<file path="config.mk">
export PLATFORM = sky130hd
export DESIGN_NAME = framed_drive_command_parser_flat
export DESIGN_NICKNAME = d
export VERILOG_FILES = /design/src/fdcp_pkg.sv /design/src/fdcp_if.sv /design/src/fdcp_frame_parser.sv /design/src/framed_drive_command_parser.sv /design/src/flat_wrapper.sv
export SDC_FILE = /design/constraint.sdc
export NUM_CORES = 1
export LEC_CHECK = 0
export ABC_AREA = 1
export BUFFER_PORTS_ARGS = -buffer_cell sky130_fd_sc_hd__buf_2
export CAP_MARGIN = 20
export CORE_MARGIN = 1
export CORE_UTILIZATION = 30
export DETAILED_ROUTE_END_ITERATION = 8
export GPL_ROUTABILITY_DRIVEN = 0
export HOLD_SLACK_MARGIN = 0.02
export SETUP_SLACK_MARGIN = 0.02
export SKIP_LAST_GASP = 1
export SLEW_MARGIN = 20
export SYNTH_ARGS = -nofsm -noshare
export SYNTH_HDL_FRONTEND = slang
export SYNTH_SLANG_ARGS = --single-unit
</file>
<file path="constraint.sdc">
create_clock -name i_clk -period 2.81 [get_ports i_clk]
set_clock_uncertainty 0.05 [all_clocks]
set_input_delay 0.1405 -clock i_clk [delete_from_list [all_inputs] [get_ports i_clk]]
set_output_delay 0.1405 -clock i_clk [all_outputs]
set_load 0.02 [all_outputs]
</file>
<file path="src/fdcp_pkg.sv">
// Package for the framed drive command parser: character codes, widths,
// register map and the result record passed from the frame parser to the top level.
// Depends on nothing; every other file of the block refers to it by scoped names.
`default_nettype none

package fdcp_pkg;

    // Frame buffer length of the original firmware; two places are reserved,
    // so at most BUFFER_LEN-2 nonzero frame bytes are parsed.
    localparam int BUFFER_LEN = 50;
    localparam int KEPT_MAX   = BUFFER_LEN - 2;
    localparam int KEPT_W     = $clog2(KEPT_MAX + 1);

    localparam int BYTE_W  = 8;
    localparam int DIR_W   = 2;
    localparam int SPEED_W = 8;
    localparam int ACC_W   = 9;

    // ASCII characters that the parser recognises.
    localparam logic [BYTE_W-1:0] CH_NUL  = 8'h00;
    localparam logic [BYTE_W-1:0] CH_DASH = 8'h2D;
    localparam logic [BYTE_W-1:0] CH_OPEN = 8'h28;
    localparam logic [BYTE_W-1:0] CH_W    = 8'h77;
    localparam logic [BYTE_W-1:0] CH_S    = 8'h73;
    localparam logic [BYTE_W-1:0] CH_A    = 8'h61;
    localparam logic [BYTE_W-1:0] CH_D    = 8'h64;
    localparam logic [BYTE_W-1:0] CH_ZERO = 8'h30;
    localparam logic [BYTE_W-1:0] CH_NINE = 8'h39;

    // Direction codes carried in the result.
    localparam logic [DIR_W-1:0] DIR_FORWARD  = 2'd0;
    localparam logic [DIR_W-1:0] DIR_BACKWARD = 2'd1;
    localparam logic [DIR_W-1:0] DIR_LEFT     = 2'd2;
    localparam logic [DIR_W-1:0] DIR_RIGHT    = 2'd3;

    // Speed accumulator saturation and output clamp.
    localparam logic [ACC_W-1:0]   ACC_SAT   = 9'd256;
    localparam logic [SPEED_W-1:0] SPEED_MAX = 8'd255;

    // Configuration port: one register, dead_zone, at byte address 0.
    localparam int                PADDR_W        = 2;
    localparam int                PDATA_W        = 32;
    localparam logic [PADDR_W-1:0] ADDR_DEAD_ZONE = 2'd0;
    localparam logic [SPEED_W-1:0] DEAD_ZONE_RST  = 8'd30;

    // What the frame parser reports for the byte currently presented to it.
    typedef struct packed {
        logic                produce;
        logic                frame_ok;
        logic [DIR_W-1:0]    direction_code;
        logic [SPEED_W-1:0]  speed;
    } t_cmd_result;

endpackage

`default_nettype wire

</file>
<file path="src/fdcp_if.sv">
// Valid/ready channel interfaces of the framed drive command parser:
// one for received bytes and one for parsed commands. Uses fdcp_pkg.
`default_nettype none

interface fdcp_rx_if;
    logic                           valid;
    logic                           ready;
    logic [fdcp_pkg::BYTE_W-1:0]    rx_byte;

    modport source (output valid, output rx_byte, input ready);
    modport sink   (input valid, input rx_byte, output ready);
endinterface

interface fdcp_cmd_if;
    logic                           valid;
    logic                           ready;
    logic                           frame_ok;
    logic [fdcp_pkg::DIR_W-1:0]     direction_code;
    logic [fdcp_pkg::SPEED_W-1:0]   speed;

    modport source (output valid, output frame_ok, output direction_code, output speed,
                    input ready);
    modport sink   (input valid, input frame_ok, input direction_code, input speed,
                    output ready);
endinterface

`default_nettype wire

</file>
<file path="src/fdcp_frame_parser.sv">
// Frame state of the command parser: hunt/collect flag, parse phase, kept
// byte count, direction and speed accumulator. Uses fdcp_pkg.
`default_nettype none

module fdcp_frame_parser (
    input  wire logic                          i_clk,
    input  wire logic                          i_rst_n,
    input  wire logic                          i_step,
    input  wire logic [fdcp_pkg::BYTE_W-1:0]   i_byte,
    input  wire logic [fdcp_pkg::SPEED_W-1:0]  i_dead_zone,
    output fdcp_pkg::t_cmd_result              o_result
);

    localparam logic [2:0] PH_SEEK_OPEN   = 3'd0;
    localparam logic [2:0] PH_DIRECTION   = 3'd1;
    localparam logic [2:0] PH_SEEK_SECOND = 3'd2;
    localparam logic [2:0] PH_SKIP        = 3'd3;
    localparam logic [2:0] PH_DIGITS      = 3'd4;
    localparam logic [2:0] PH_DONE        = 3'd5;

    logic                              r_in_frame, n_in_frame;
    logic [2:0]                        r_phase, n_phase;
    logic [fdcp_pkg::KEPT_W-1:0]       r_kept, n_kept;
    logic [fdcp_pkg::DIR_W-1:0]        r_dir, n_dir;
    logic                              r_dir_valid, n_dir_valid;
    logic [fdcp_pkg::ACC_W-1:0]        r_acc, n_acc;

    logic                              w_is_dash;
    logic                              w_is_digit;
    logic [fdcp_pkg::BYTE_W-1:0]       w_diff;
    logic [11:0]                       w_acc_next;
    logic [fdcp_pkg::ACC_W-1:0]        w_acc_sat;
    logic                              w_ok;

    assign w_is_dash  = (i_byte == fdcp_pkg::CH_DASH);
    assign w_is_digit = (i_byte >= fdcp_pkg::CH_ZERO) && (i_byte <= fdcp_pkg::CH_NINE);
    assign w_diff     = i_byte - fdcp_pkg::CH_ZERO;

    // acc * 10 + digit as (acc << 3) + (acc << 1) + digit.
    assign w_acc_next = {r_acc, 3'b000} + {2'b00, r_acc, 1'b0} + {8'b0, w_diff[3:0]};
    assign w_acc_sat  = (w_acc_next > 12'(fdcp_pkg::ACC_SAT)) ? fdcp_pkg::ACC_SAT
                                                              : w_acc_next[fdcp_pkg::ACC_W-1:0];

    always_comb begin
        n_in_frame  = r_in_frame;
        n_phase     = r_phase;
        n_kept      = r_kept;
        n_dir       = r_dir;
        n_dir_valid = r_dir_valid;
        n_acc       = r_acc;
        if (i_step) begin
            if (!r_in_frame || w_is_dash) begin
                // A dash either opens a frame from hunt or closes the open one.
                if (w_is_dash) begin
                    n_in_frame = !r_in_frame;
                end
                n_phase     = PH_SEEK_OPEN;
                n_kept      = '0;
                n_dir       = fdcp_pkg::DIR_FORWARD;
                n_dir_valid = 1'b0;
                n_acc       = '0;
                if (!r_in_frame && !w_is_dash) begin
                    n_phase     = r_phase;
                    n_kept      = r_kept;
                    n_dir       = r_dir;
                    n_dir_valid = r_dir_valid;
                    n_acc       = r_acc;
                end
            end else if ((i_byte != fdcp_pkg::CH_NUL)
                         && (r_kept < fdcp_pkg::KEPT_W'(fdcp_pkg::KEPT_MAX))) begin
                n_kept = r_kept + fdcp_pkg::KEPT_W'(1);
                unique case (r_phase)
                    PH_SEEK_OPEN: begin
                        if (i_byte == fdcp_pkg::CH_OPEN) begin
                            n_phase = PH_DIRECTION;
                        end
                    end
                    PH_DIRECTION: begin
                        n_dir_valid = 1'b1;
                        case (i_byte)
                            fdcp_pkg::CH_W: n_dir = fdcp_pkg::DIR_FORWARD;
                            fdcp_pkg::CH_S: n_dir = fdcp_pkg::DIR_BACKWARD;
                            fdcp_pkg::CH_A: n_dir = fdcp_pkg::DIR_LEFT;
                            fdcp_pkg::CH_D: n_dir = fdcp_pkg::DIR_RIGHT;
                            default: begin
                                n_dir       = fdcp_pkg::DIR_FORWARD;
                                n_dir_valid = 1'b0;
                            end
                        endcase
                        // An open bracket in the direction slot also opens the speed field.
                        n_phase = (i_byte == fdcp_pkg::CH_OPEN) ? PH_SKIP : PH_SEEK_SECOND;
                    end
                    PH_SEEK_SECOND: begin
                        if (i_byte == fdcp_pkg::CH_OPEN) begin
                            n_phase = PH_SKIP;
                        end
                    end
                    PH_SKIP: begin
                        if (w_is_digit) begin
                            n_acc   = {5'b0, w_diff[3:0]};
                            n_phase = PH_DIGITS;
                        end
                    end
                    PH_DIGITS: begin
                        if (w_is_digit) begin
                            n_acc = w_acc_sat;
                        end else begin
                            n_phase = PH_DONE;
                        end
                    end
                    default: begin
                        n_phase = r_phase;
                    end
                endcase
            end
        end
    end

    always_ff @(posedge i_clk) begin
        if (!i_rst_n) begin
            r_in_frame  <= 1'b0;
            r_phase     <= PH_SEEK_OPEN;
            r_kept      <= '0;
            r_dir       <= fdcp_pkg::DIR_FORWARD;
            r_dir_valid <= 1'b0;
            r_acc       <= '0;
        end else begin
            r_in_frame  <= n_in_frame;
            r_phase     <= n_phase;
            r_kept      <= n_kept;
            r_dir       <= n_dir;
            r_dir_valid <= n_dir_valid;
            r_acc       <= n_acc;
        end
    end

    // Result for the byte on i_byte, meaningful when it closes a frame.
    assign w_ok = r_dir_valid && (r_phase >= PH_SKIP);

    always_comb begin
        o_result.produce        = r_in_frame && w_is_dash;
        o_result.frame_ok       = w_ok;
        o_result.direction_code = w_ok ? r_dir : fdcp_pkg::DIR_FORWARD;
        if (!w_ok || (r_acc < {1'b0, i_dead_zone})) begin
            o_result.speed = '0;
        end else if (r_acc[fdcp_pkg::ACC_W-1]) begin
            o_result.speed = fdcp_pkg::SPEED_MAX;
        end else begin
            o_result.speed = r_acc[fdcp_pkg::SPEED_W-1:0];
        end
    end

endmodule

`default_nettype wire

</file>
<file path="src/framed_drive_command_parser.sv">
// Top level of the framed drive command parser: byte input register, frame
// parser, command output register and the APB dead-zone register. Uses fdcp_pkg,
// fdcp_rx_if, fdcp_cmd_if and fdcp_frame_parser.
`default_nettype none

// Framed drive command parser. Received ASCII bytes enter on i_rx, one per
// transaction, and drive commands leave on o_cmd. Frames have the form
// -(<dir>)(<speed>)-: outside a frame every byte but '-' is dropped; inside,
// bytes are parsed until the next '-', which yields exactly one command
// transaction and returns the block to hunting (that closing '-' does not
// open a new frame). A command is good (frame_ok = 1) when the frame holds an
// open bracket followed by w, s, a or d and then a later open bracket; the
// speed is the first run of decimal digits after that, saturated to 255, and
// reported as zero when below the dead_zone register. A failed frame gives
// frame_ok = 0 with direction and speed zero. Zero bytes inside a frame are
// ignored, and only the first BUFFER_LEN-2 nonzero frame bytes are parsed.
// Rate: one byte per clock cycle while the input does not stall. A byte is
// taken into an input register and, when it moves on, its effect on the frame
// state and any command are computed in a single pass and written to the
// output register, so a command is offered on o_cmd from the output register
// once its closing '-' has left the input register. The input side keeps
// accepting while a command waits in the output register; it stalls only
// when a second command is ready behind an unread one.
// dead_zone is written through APB at address 0 (reset value 30) and should
// be changed only while no byte is in flight.

module framed_drive_command_parser (
    input  wire logic                            i_clk,
    input  wire logic                            i_rst_n,
    fdcp_rx_if.sink                              i_rx,
    fdcp_cmd_if.source                           o_cmd,
    input  wire logic                            psel,
    input  wire logic                            penable,
    input  wire logic                            pwrite,
    input  wire logic [fdcp_pkg::PADDR_W-1:0]    paddr,
    input  wire logic [fdcp_pkg::PDATA_W-1:0]    pwdata,
    output logic      [fdcp_pkg::PDATA_W-1:0]    prdata,
    output logic                                 pready
);

    // Input register.
    logic                              r_in_valid;
    logic [fdcp_pkg::BYTE_W-1:0]       r_in_byte;

    // Output register.
    logic                              r_out_valid;
    logic                              r_out_ok;
    logic [fdcp_pkg::DIR_W-1:0]        r_out_dir;
    logic [fdcp_pkg::SPEED_W-1:0]      r_out_speed;

    // Configuration.
    logic [fdcp_pkg::SPEED_W-1:0]      r_dead_zone;

    fdcp_pkg::t_cmd_result             w_res;
    logic                              w_advance;
    logic                              w_take_in;
    logic                              w_cfg_write;

    // The held byte moves on unless it makes a command that has nowhere to go.
    assign w_advance = r_in_valid && (!w_res.produce || !r_out_valid || o_cmd.ready);
    assign i_rx.ready = !r_in_valid || w_advance;
    assign w_take_in  = i_rx.valid && i_rx.ready;

    always_ff @(posedge i_clk) begin
        if (!i_rst_n) begin
            r_in_valid <= 1'b0;
        end else if (w_take_in) begin
            r_in_valid <= 1'b1;
        end else if (w_advance) begin
            r_in_valid <= 1'b0;
        end
    end

    always_ff @(posedge i_clk) begin
        if (w_take_in) begin
            r_in_byte <= i_rx.rx_byte;
        end
    end

    fdcp_frame_parser u_parser (
        .i_clk       (i_clk),
        .i_rst_n     (i_rst_n),
        .i_step      (w_advance),
        .i_byte      (r_in_byte),
        .i_dead_zone (r_dead_zone),
        .o_result    (w_res)
    );

    always_ff @(posedge i_clk) begin
        if (!i_rst_n) begin
            r_out_valid <= 1'b0;
        end else if (w_advance && w_res.produce) begin
            r_out_valid <= 1'b1;
        end else if (o_cmd.ready) begin
            r_out_valid <= 1'b0;
        end
    end

    always_ff @(posedge i_clk) begin
        if (w_advance && w_res.produce) begin
            r_out_ok    <= w_res.frame_ok;
            r_out_dir   <= w_res.direction_code;
            r_out_speed <= w_res.speed;
        end
    end

    assign o_cmd.valid          = r_out_valid;
    assign o_cmd.frame_ok       = r_out_ok;
    assign o_cmd.direction_code = r_out_dir;
    assign o_cmd.speed          = r_out_speed;

    // APB register: the write lands in the access phase; the port never waits.
    assign w_cfg_write = psel && penable && pwrite && (paddr == fdcp_pkg::ADDR_DEAD_ZONE);

    always_ff @(posedge i_clk) begin
        if (!i_rst_n) begin
            r_dead_zone <= fdcp_pkg::DEAD_ZONE_RST;
        end else if (w_cfg_write) begin
            r_dead_zone <= pwdata[fdcp_pkg::SPEED_W-1:0];
        end
    end

    assign pready = 1'b1;
    assign prdata = (paddr == fdcp_pkg::ADDR_DEAD_ZONE)
                    ? {{(fdcp_pkg::PDATA_W - fdcp_pkg::SPEED_W){1'b0}}, r_dead_zone}
                    : '0;

endmodule

`default_nettype wire

</file>
<file path="src/flat_wrapper.sv">
// flat-port wrapper written by rule: the top's interface ports become plain ports
module framed_drive_command_parser_flat 
  (i_clk, i_rst_n, psel, penable, pwrite, paddr, pwdata, prdata, pready, i_rx_valid, i_rx_rx_byte, i_rx_ready, o_cmd_valid, o_cmd_frame_ok, o_cmd_direction_code, o_cmd_speed, o_cmd_ready);
  fdcp_rx_if i_rx_i ();
  fdcp_cmd_if o_cmd_i ();
  input  wire logic i_clk;
  input  wire logic i_rst_n;
  input  wire logic psel;
  input  wire logic penable;
  input  wire logic pwrite;
  input  wire logic [fdcp_pkg::PADDR_W-1:0] paddr;
  input  wire logic [fdcp_pkg::PDATA_W-1:0] pwdata;
  output logic      [fdcp_pkg::PDATA_W-1:0] prdata;
  output logic pready;
  input wire logic [$bits(i_rx_i.valid)-1:0] i_rx_valid;
  input wire logic [$bits(i_rx_i.rx_byte)-1:0] i_rx_rx_byte;
  output wire logic [$bits(i_rx_i.ready)-1:0] i_rx_ready;
  output wire logic [$bits(o_cmd_i.valid)-1:0] o_cmd_valid;
  output wire logic [$bits(o_cmd_i.frame_ok)-1:0] o_cmd_frame_ok;
  output wire logic [$bits(o_cmd_i.direction_code)-1:0] o_cmd_direction_code;
  output wire logic [$bits(o_cmd_i.speed)-1:0] o_cmd_speed;
  input wire logic [$bits(o_cmd_i.ready)-1:0] o_cmd_ready;
  assign i_rx_i.valid = i_rx_valid;
  assign i_rx_i.rx_byte = i_rx_rx_byte;
  assign i_rx_ready = i_rx_i.ready;
  assign o_cmd_valid = o_cmd_i.valid;
  assign o_cmd_frame_ok = o_cmd_i.frame_ok;
  assign o_cmd_direction_code = o_cmd_i.direction_code;
  assign o_cmd_speed = o_cmd_i.speed;
  assign o_cmd_i.ready = o_cmd_ready;
  framed_drive_command_parser u_core (.i_clk(i_clk), .i_rst_n(i_rst_n), .i_rx(i_rx_i), .o_cmd(o_cmd_i), .psel(psel), .penable(penable), .pwrite(pwrite), .paddr(paddr), .pwdata(pwdata), .prdata(prdata), .pready(pready));
endmodule
</file>
==> results.cfg, run 1 <==
[status]
run_status = finished, final reports clean

[drt]
drtPass1Iterations = 5
detail-route-antenna-nets = 0
post-route-drc-count = 0
drtIter0Drc = 167
viasPerCell = 4.54
wirelength_um = 7220
drt-wirelength-per-cell_um = 11.0
wl_met2_um = 3420
wl_met1_um = 3430
vias = 2981
met3WireLength_um = 309
top_layer = met4

[global_routing]
grt_max_degree = 18
grt-ovfl-total = 0
grt_first_pass_wirelength_um = 12000
grt_pass1_vias = 2703
antenna_found_initial = 0
grtUsageTotal = 0.127

[cts]
clock_latency_ns = 0.29
clk_path_buf_depth = 2
h-tree-depth = 2
cts_sinks = 51
numCtsBuffers = 5
cts_tree = done
root_buffer = clkbuf_16
clk_pin_slew_ns = 0.06

[setup_path]
cp-end-kind = flop
ff2ff_setup_slack_ns = 0.17
required_ns = 2.97
r2r_end = u_core.u_parser.r_acc[0]
rr_startpoint = u_core.r_in_byte[2]
cp_max_fo = 4
cp.arrival_ns = 2.80
rr_worst_depth = 14
start_kind = flop
path_class = reg -> reg

[cells_and_area]
syn2layout_area_growth_pct = 18.1
final_common_cell = nand2_1
layout_common_cells = nand2_1, nor2_1, inv_1
antenna-diode-count = 0
layout.nets = 593
stdcell_area_mm2 = 0.00409
instances_no_fill = 657
num-fill-cells = 1143
drive_gt1_frac = 0.209

[power_and_ir_drop]
leakagePower_nw = 1.94
netSwitchingPower_mw = 0.357
p_clk_frac = 0.395
powerDensity_mw_per_mm2 = 375
pwr-share-comb = 0.090
ir_drop_uv = 205
netSwitchingFraction = 0.233
seq_power_share = 0.515
p_int_mw = 1.18

[yosys]
ys_seq_area_frac = 0.349
synth-async-reset-ratio = 0
synthTopCellsByArea = dfxtp_1, edfxtp_1, ha_1
syn_avg_cell_area_um2 = 7.65
synthFlopType = dfxtp_1
ys_ff_latch = 51
yosys.area.top_type = dfxtp_1
synthCells = 453
yosysTopAreaCellShare = 0.185
synth-edff-count = 19
ys_warn_count = 0
ys_types = 42
synthesis.area_mm2 = 0.00347

[placed_design]
placed_cell_area_mm2 = 0.00379
placed_cells = 638
port_buffers = 45
hpwl_um = 5670

[worst_hold_path]
worst_hold_path_type = in -> reg
hold_end = u_core.r_dead_zone[3]
min_from = pwdata[3]
whs_path_depth = 3

[sta]
final-hold-violation-count = 0
final_max_slew_viol_count = 0
slew_headroom = 0.499
worst_pin_slew_ns = 0.750
finalSetupViolCount = 0
fin_tns_setup_ns = 0
period_needed_ns = 2.64
fmax_mhz = 379
period_share = 0.939
grt_setup_unrepaired = false

[floorplanning]
start_util = 0.314
num_rows = 38
die-area_mm2 = 0.0120
core_region_area_mm2 = 0.0110
die_w_um = 109
ios = 95
die_height_um = 109

[run]
drv_cap = 0
## power by group through the flow
stage,Clock [mW],Combinational [mW],Sequential [mW]
after floorplan,0,0.115,0.804
after global placement,0,0.124,0.805
after detailed placement,0,0.125,0.805
after CTS,0.627,0.134,0.789
after global routing,0.650,0.155,0.791
final,0.606,0.138,0.789
## per-layer routing
metal / vias to the layer above / track usage
met4: 0 / 0.0305
li1: 1543 / -
met1: 1362 / 0.158
met2: 68 / 0.226
met5: - / 0
met3: 8 / 0.0243
## worst max path at each step
stage	start	endpoint	slack (ns)	depth (start not counted)
2_1_floorplan	u_core.r_in_byte[3]	u_core.u_parser.r_acc[0]	0.23	13
3_3_place_gp	u_core.r_in_byte[3]	u_core.u_parser.r_acc[0]	0.07	13
3_5_place_dp	u_core.r_in_byte[3]	u_core.u_parser.r_acc[0]	0.05	13
4_1_cts	u_core.r_in_byte[3]	u_core.u_parser.r_acc[0]	0.03	13
5_1_grt	u_core.r_in_byte[2]	u_core.u_parser.r_acc[1]	0.01	14
6_report	u_core.r_in_byte[2]	u_core.u_parser.r_acc[0]	0.17	14
## flip-flops by register name, summed over array words and instances, names as in the netlist
name and flops:
u_core.u_parser.r_acc 9, u_core.o_cmd.speed 8, u_core.r_dead_zone 8, u_core.r_in_byte 8, u_core.u_parser.r_kept 6, u_core.u_parser.r_phase 3, u_core.o_cmd.direction_code 2, u_core.u_parser.r_dir 2
u_core.o_cmd.frame_ok 1, u_core.o_cmd.valid 1, u_core.r_in_valid 1, u_core.u_parser.r_dir_valid 1, u_core.u_parser.r_in_frame 1
## kinds of logic (layout without fill, tap and decap cells)
group / count (synthesis) / after routing / synth area share
and+or+nand+nor: 208 / 208 / 0.292
buffers and inverters: 98 / 139 / 0.134
AOI/OAI and AO/OA: 65 / 65 / 0.114
DFF: 51 / 51 / 0.349
adders and majority gates: 28 / 28 / 0.105
other: 2 / 25 / 0.00217
xor gates and xnor gates: 1 / 1 / 0.00253
## cells in the mapped netlist (2+ instances only)
cell,instances
nor2_1,66
a21oi_2,2
a211oi_1,3
o21ai_1,4
nand3_1,22
conb_1,2
nor2_2,4
nand4_1,6
nor3b_2,2
nor2_4,3
nand2_2,10
o211ai_1,4
inv_2,4
ha_1,26
fa_1,2
edfxtp_1,19
inv_1,64
buf_4,25
o21ai_0,19
dfxtp_1,32
nand3_2,2
nand3b_1,4
nand2_1,74
nand3_4,3
a21oi_1,26
nor3_1,6
nand2_4,2
clkbuf_1,3
## final cells by class
type                       count  area (um^2)  share of cell area
inverter                      69          262              0.0639
clock inverter                 1         5.00             0.00122
timing repair buffer          62          373              0.0911
multi-input combinational    327         1920               0.470
clock buffer                   7          143              0.0349
sequential                    51         1210               0.296
tap                          140          175              0.0428
## repair_timing
item                                   CTS  global route
hold buffers                             8             0
buffers inserted                         0             3
resized for setup                        0            12
setup endpoints to repair                0             7
endpoints found under the hold margin    8             0
## critical path, stage by stage (launching register included)
cell	delay (ns)
edfxtp_1	0.45
ha_4	0.30
ha_2	0.19
inv_1	0.07
fa_2	0.58
nand3_1	0.09
nor2_1	0.12
nand3_1	0.07
nor2_1	0.08
nand2_1	0.07
nand2_2	0.09
nand3_4	0.12
nand2_4	0.10
nand3_1	0.06
a21oi_1	0.13
## through the flow
step	total power, mW	setup slack, ns	util	hold slack, ns
after global routing	1.60	0.0122	0.371	0.0212
after CTS	1.55	0.0262	0.365	0.0205
final	1.53	0.170	0.371	0.0222
after floorplan	0.919	0.230	-	0.189
after detailed placement	0.930	0.0513	0.344	0.269
after global placement	0.929	0.0748	0.344	0.268
No activity file was read; power rests on OpenSTA's default activity.
==> inputs of run 2 (changes only) <==
- ABC_AREA: 1 -> unset
==> results.cfg, run 2 <==
[status]
violations = negative setup slack
run_status = complete, but fails checks

[cts]
clk_pin_slew_ns = 0.10
numCtsBuffers = 5
cts_tree = done
clock_latency_ns = 0.30
cts_sinks = 51
h-tree-depth = 2
clk_path_buf_depth = 2
root_buffer = clkbuf_8

[cells_and_area]
antenna-diode-count = 0
stdcell_area_mm2 = 0.00420
top_register = u_core.u_parser.r_acc
largest_register_ffs = 9
utilization = 0.403
final_common_cell = buf_4
syn2layout_area_growth_pct = 29.2
drive_gt1_frac = 0.273
instances_no_fill = 598
layout.nets = 538
layout_common_cells = buf_4, buf_2, nor2_1

[yosys]
synthFlopType = dfxtp_1
synthesis.area_mm2 = 0.00325
syn_avg_cell_area_um2 = 8.92
yosysTopAreaCellShare = 0.197
ys_seq_area_frac = 0.373
synthCells = 364
ys_types = 54
ys_ff_latch = 51
synth-edff-count = 19
netlist_top_cells_count = nor2_1, dfxtp_1, inv_1
synthTopCellsByArea = dfxtp_1, edfxtp_1, ha_1
synth-async-reset-ratio = 0
yosys.area.top_type = dfxtp_1
ys_warn_count = 0
synth_most_common_cell = nor2_1

[setup_path]
rr_worst_depth = 11
cp.arrival_ns = 3.33
cp-end-kind = flop
path_class = reg -> reg
cp_max_fo = 3
start_kind = flop
required_ns = 2.99

[sta]
period_needed_ns = 3.14
worst_pin_slew_ns = 0.695
fmax_mhz = 318
final_max_slew_viol_count = 0
fin_ws_ns = -0.334
finalSetupViolCount = 9
grt_setup_unrepaired = true
slew_headroom = 0.535
period_share = 1.12
final-hold-violation-count = 0

[global_routing]
grtUsageMet3 = 0.0251
grt_max_degree = 17
grt-ovfl-total = 0
grtUsageTotal = 0.137
grt_pass1_vias = 2671
grt_first_pass_wirelength_um = 12400
use_met1 = 0.184
globalRouteMet2Util = 0.231
antenna_found_initial = 0
busiest_layer = met2

[drt]
drt-wirelength-per-cell_um = 12.7
wirelength_um = 7580
post-route-drc-count = 0
drtPass1Iterations = 4
detail-route-antenna-nets = 0
vias = 2808
viasPerCell = 4.70
drtIter0Drc = 142

[power_and_ir_drop]
powerDensity_mw_per_mm2 = 341
leakagePower_nw = 1.96
ir_drop_uv = 208

[floorplanning]
die_height_um = 106
core_region_area_mm2 = 0.0104
die_w_um = 106
start_util = 0.312
num_rows = 37
die-area_mm2 = 0.0112
ios = 95

[worst_hold_path]
whs_path_depth = 3
worst_hold_path_type = in -> reg

[placed_design]
placed_cells = 572
hpwl_um = 6030
placed_cell_area_mm2 = 0.00381
port_buffers = 45

[run]
drv_cap = 0
==> run 2: changes by cell type after synthesis, moves of 6 or more <==
cell      change
o21ai_0      -14
nor2_1       -29
inv_1        -35
clkbuf_1      +6
nand2_1      -53
mux2i_1       +9
a21o_1        +7
nor3_1        +7
and2_1        +6
nand2_2      -10
nand3_1      -12
==> run 2: path summary, 6_finish.rpt <==
| path | endpoint | slack (ns) | start |
|---|---|---|---|
| max | u_core.u_parser.r_acc[2] | -0.33 | u_core.r_in_byte[3] |
| min reg2reg | u_core.u_parser.r_dir[1] | 0.41 | u_core.u_parser.r_dir[1] |
| max reg2reg | u_core.u_parser.r_acc[2] | -0.33 | u_core.r_in_byte[3] |
| min | u_core.r_dead_zone[7] | 0.03 | pwdata[7] |
==> run 2: cell families (layout without fill, tap and decap cells) <==
kind of cell,count (synthesis),count (layout),share of synthesized area
adders and majority gates,28,28,0.113
buffers and inverters,67,142,0.110
and+or+nand+nor,125,125,0.201
muxes,9,9,0.0277
AOI/OAI and AO/OA,71,71,0.144
other,2,25,0.00231
xor gates and xnor gates,11,11,0.0297
DFF,51,51,0.373
==> run 2: through the flow <==
| step | TNS [ns] | hold WS, ns | setup WS, ns | power, mW |
|---|---|---|---|---|
| 6_report | -1.56 | 0.0300 | -0.334 | 1.43 |
| 2_1_floorplan | -1.29 | 0.189 | -0.309 | 0.901 |
| 5_1_grt | -2.64 | 0.0301 | -0.447 | 1.49 |
| 4_1_cts | -1.94 | 0.0244 | -0.364 | 1.44 |
| 3_3_place_gp | -1.87 | 0.271 | -0.318 | 0.917 |
| 3_5_place_dp | -2.92 | 0.269 | -0.443 | 0.919 |
==> run 2: repair_timing <==
action	CTS	global route
pin swaps	5	15
buffers inserted	6	0
endpoints found under the setup margin	9	9
endpoints found under the hold margin	12	0
gates resized for setup	13	10
hold buffers	12	0
==> run 2: final cells by class <==
class                      count  area (um^2)
clock inverter                 3         42.5
multi-input combinational    269         1880
clock buffer                   5         68.8
fill                        1037         6220
sequential                    51         1210
timing repair buffer         105          713
inverter                      29          109
tap                          136          170
==> run 2: power breakdown <==
group	internal [mW]	total [mW]	switching [mW]	leakage, nW
clock network	0.266	0.511	0.245	0.0562
registers	0.775	0.784	0.00873	0.466
logic	0.0536	0.135	0.0814	1.44
==> run 2: metal layers <==
| layer | up-vias | part of all wire |
|---|---|---|
| met5 | - | 0 |
| met4 | 0 | 0.0067 |
| met3 | 4 | 0.036 |
| met2 | 63 | 0.47 |
| met1 | 1305 | 0.49 |
| li1 | 1436 | - |
==> run 2: worst max-delay path, cell delays in order, from the launching register on <==
cell and delay, ns:
edfxtp_1 0.37, inv_2 0.06, fa_1 0.57, inv_2 0.05, ha_4 0.25, a21o_1 0.12
nand4_1 0.10, and3_4 0.21, mux2i_1 0.13, or4_1 0.50, or4_4 0.52, o21ai_1 0.14
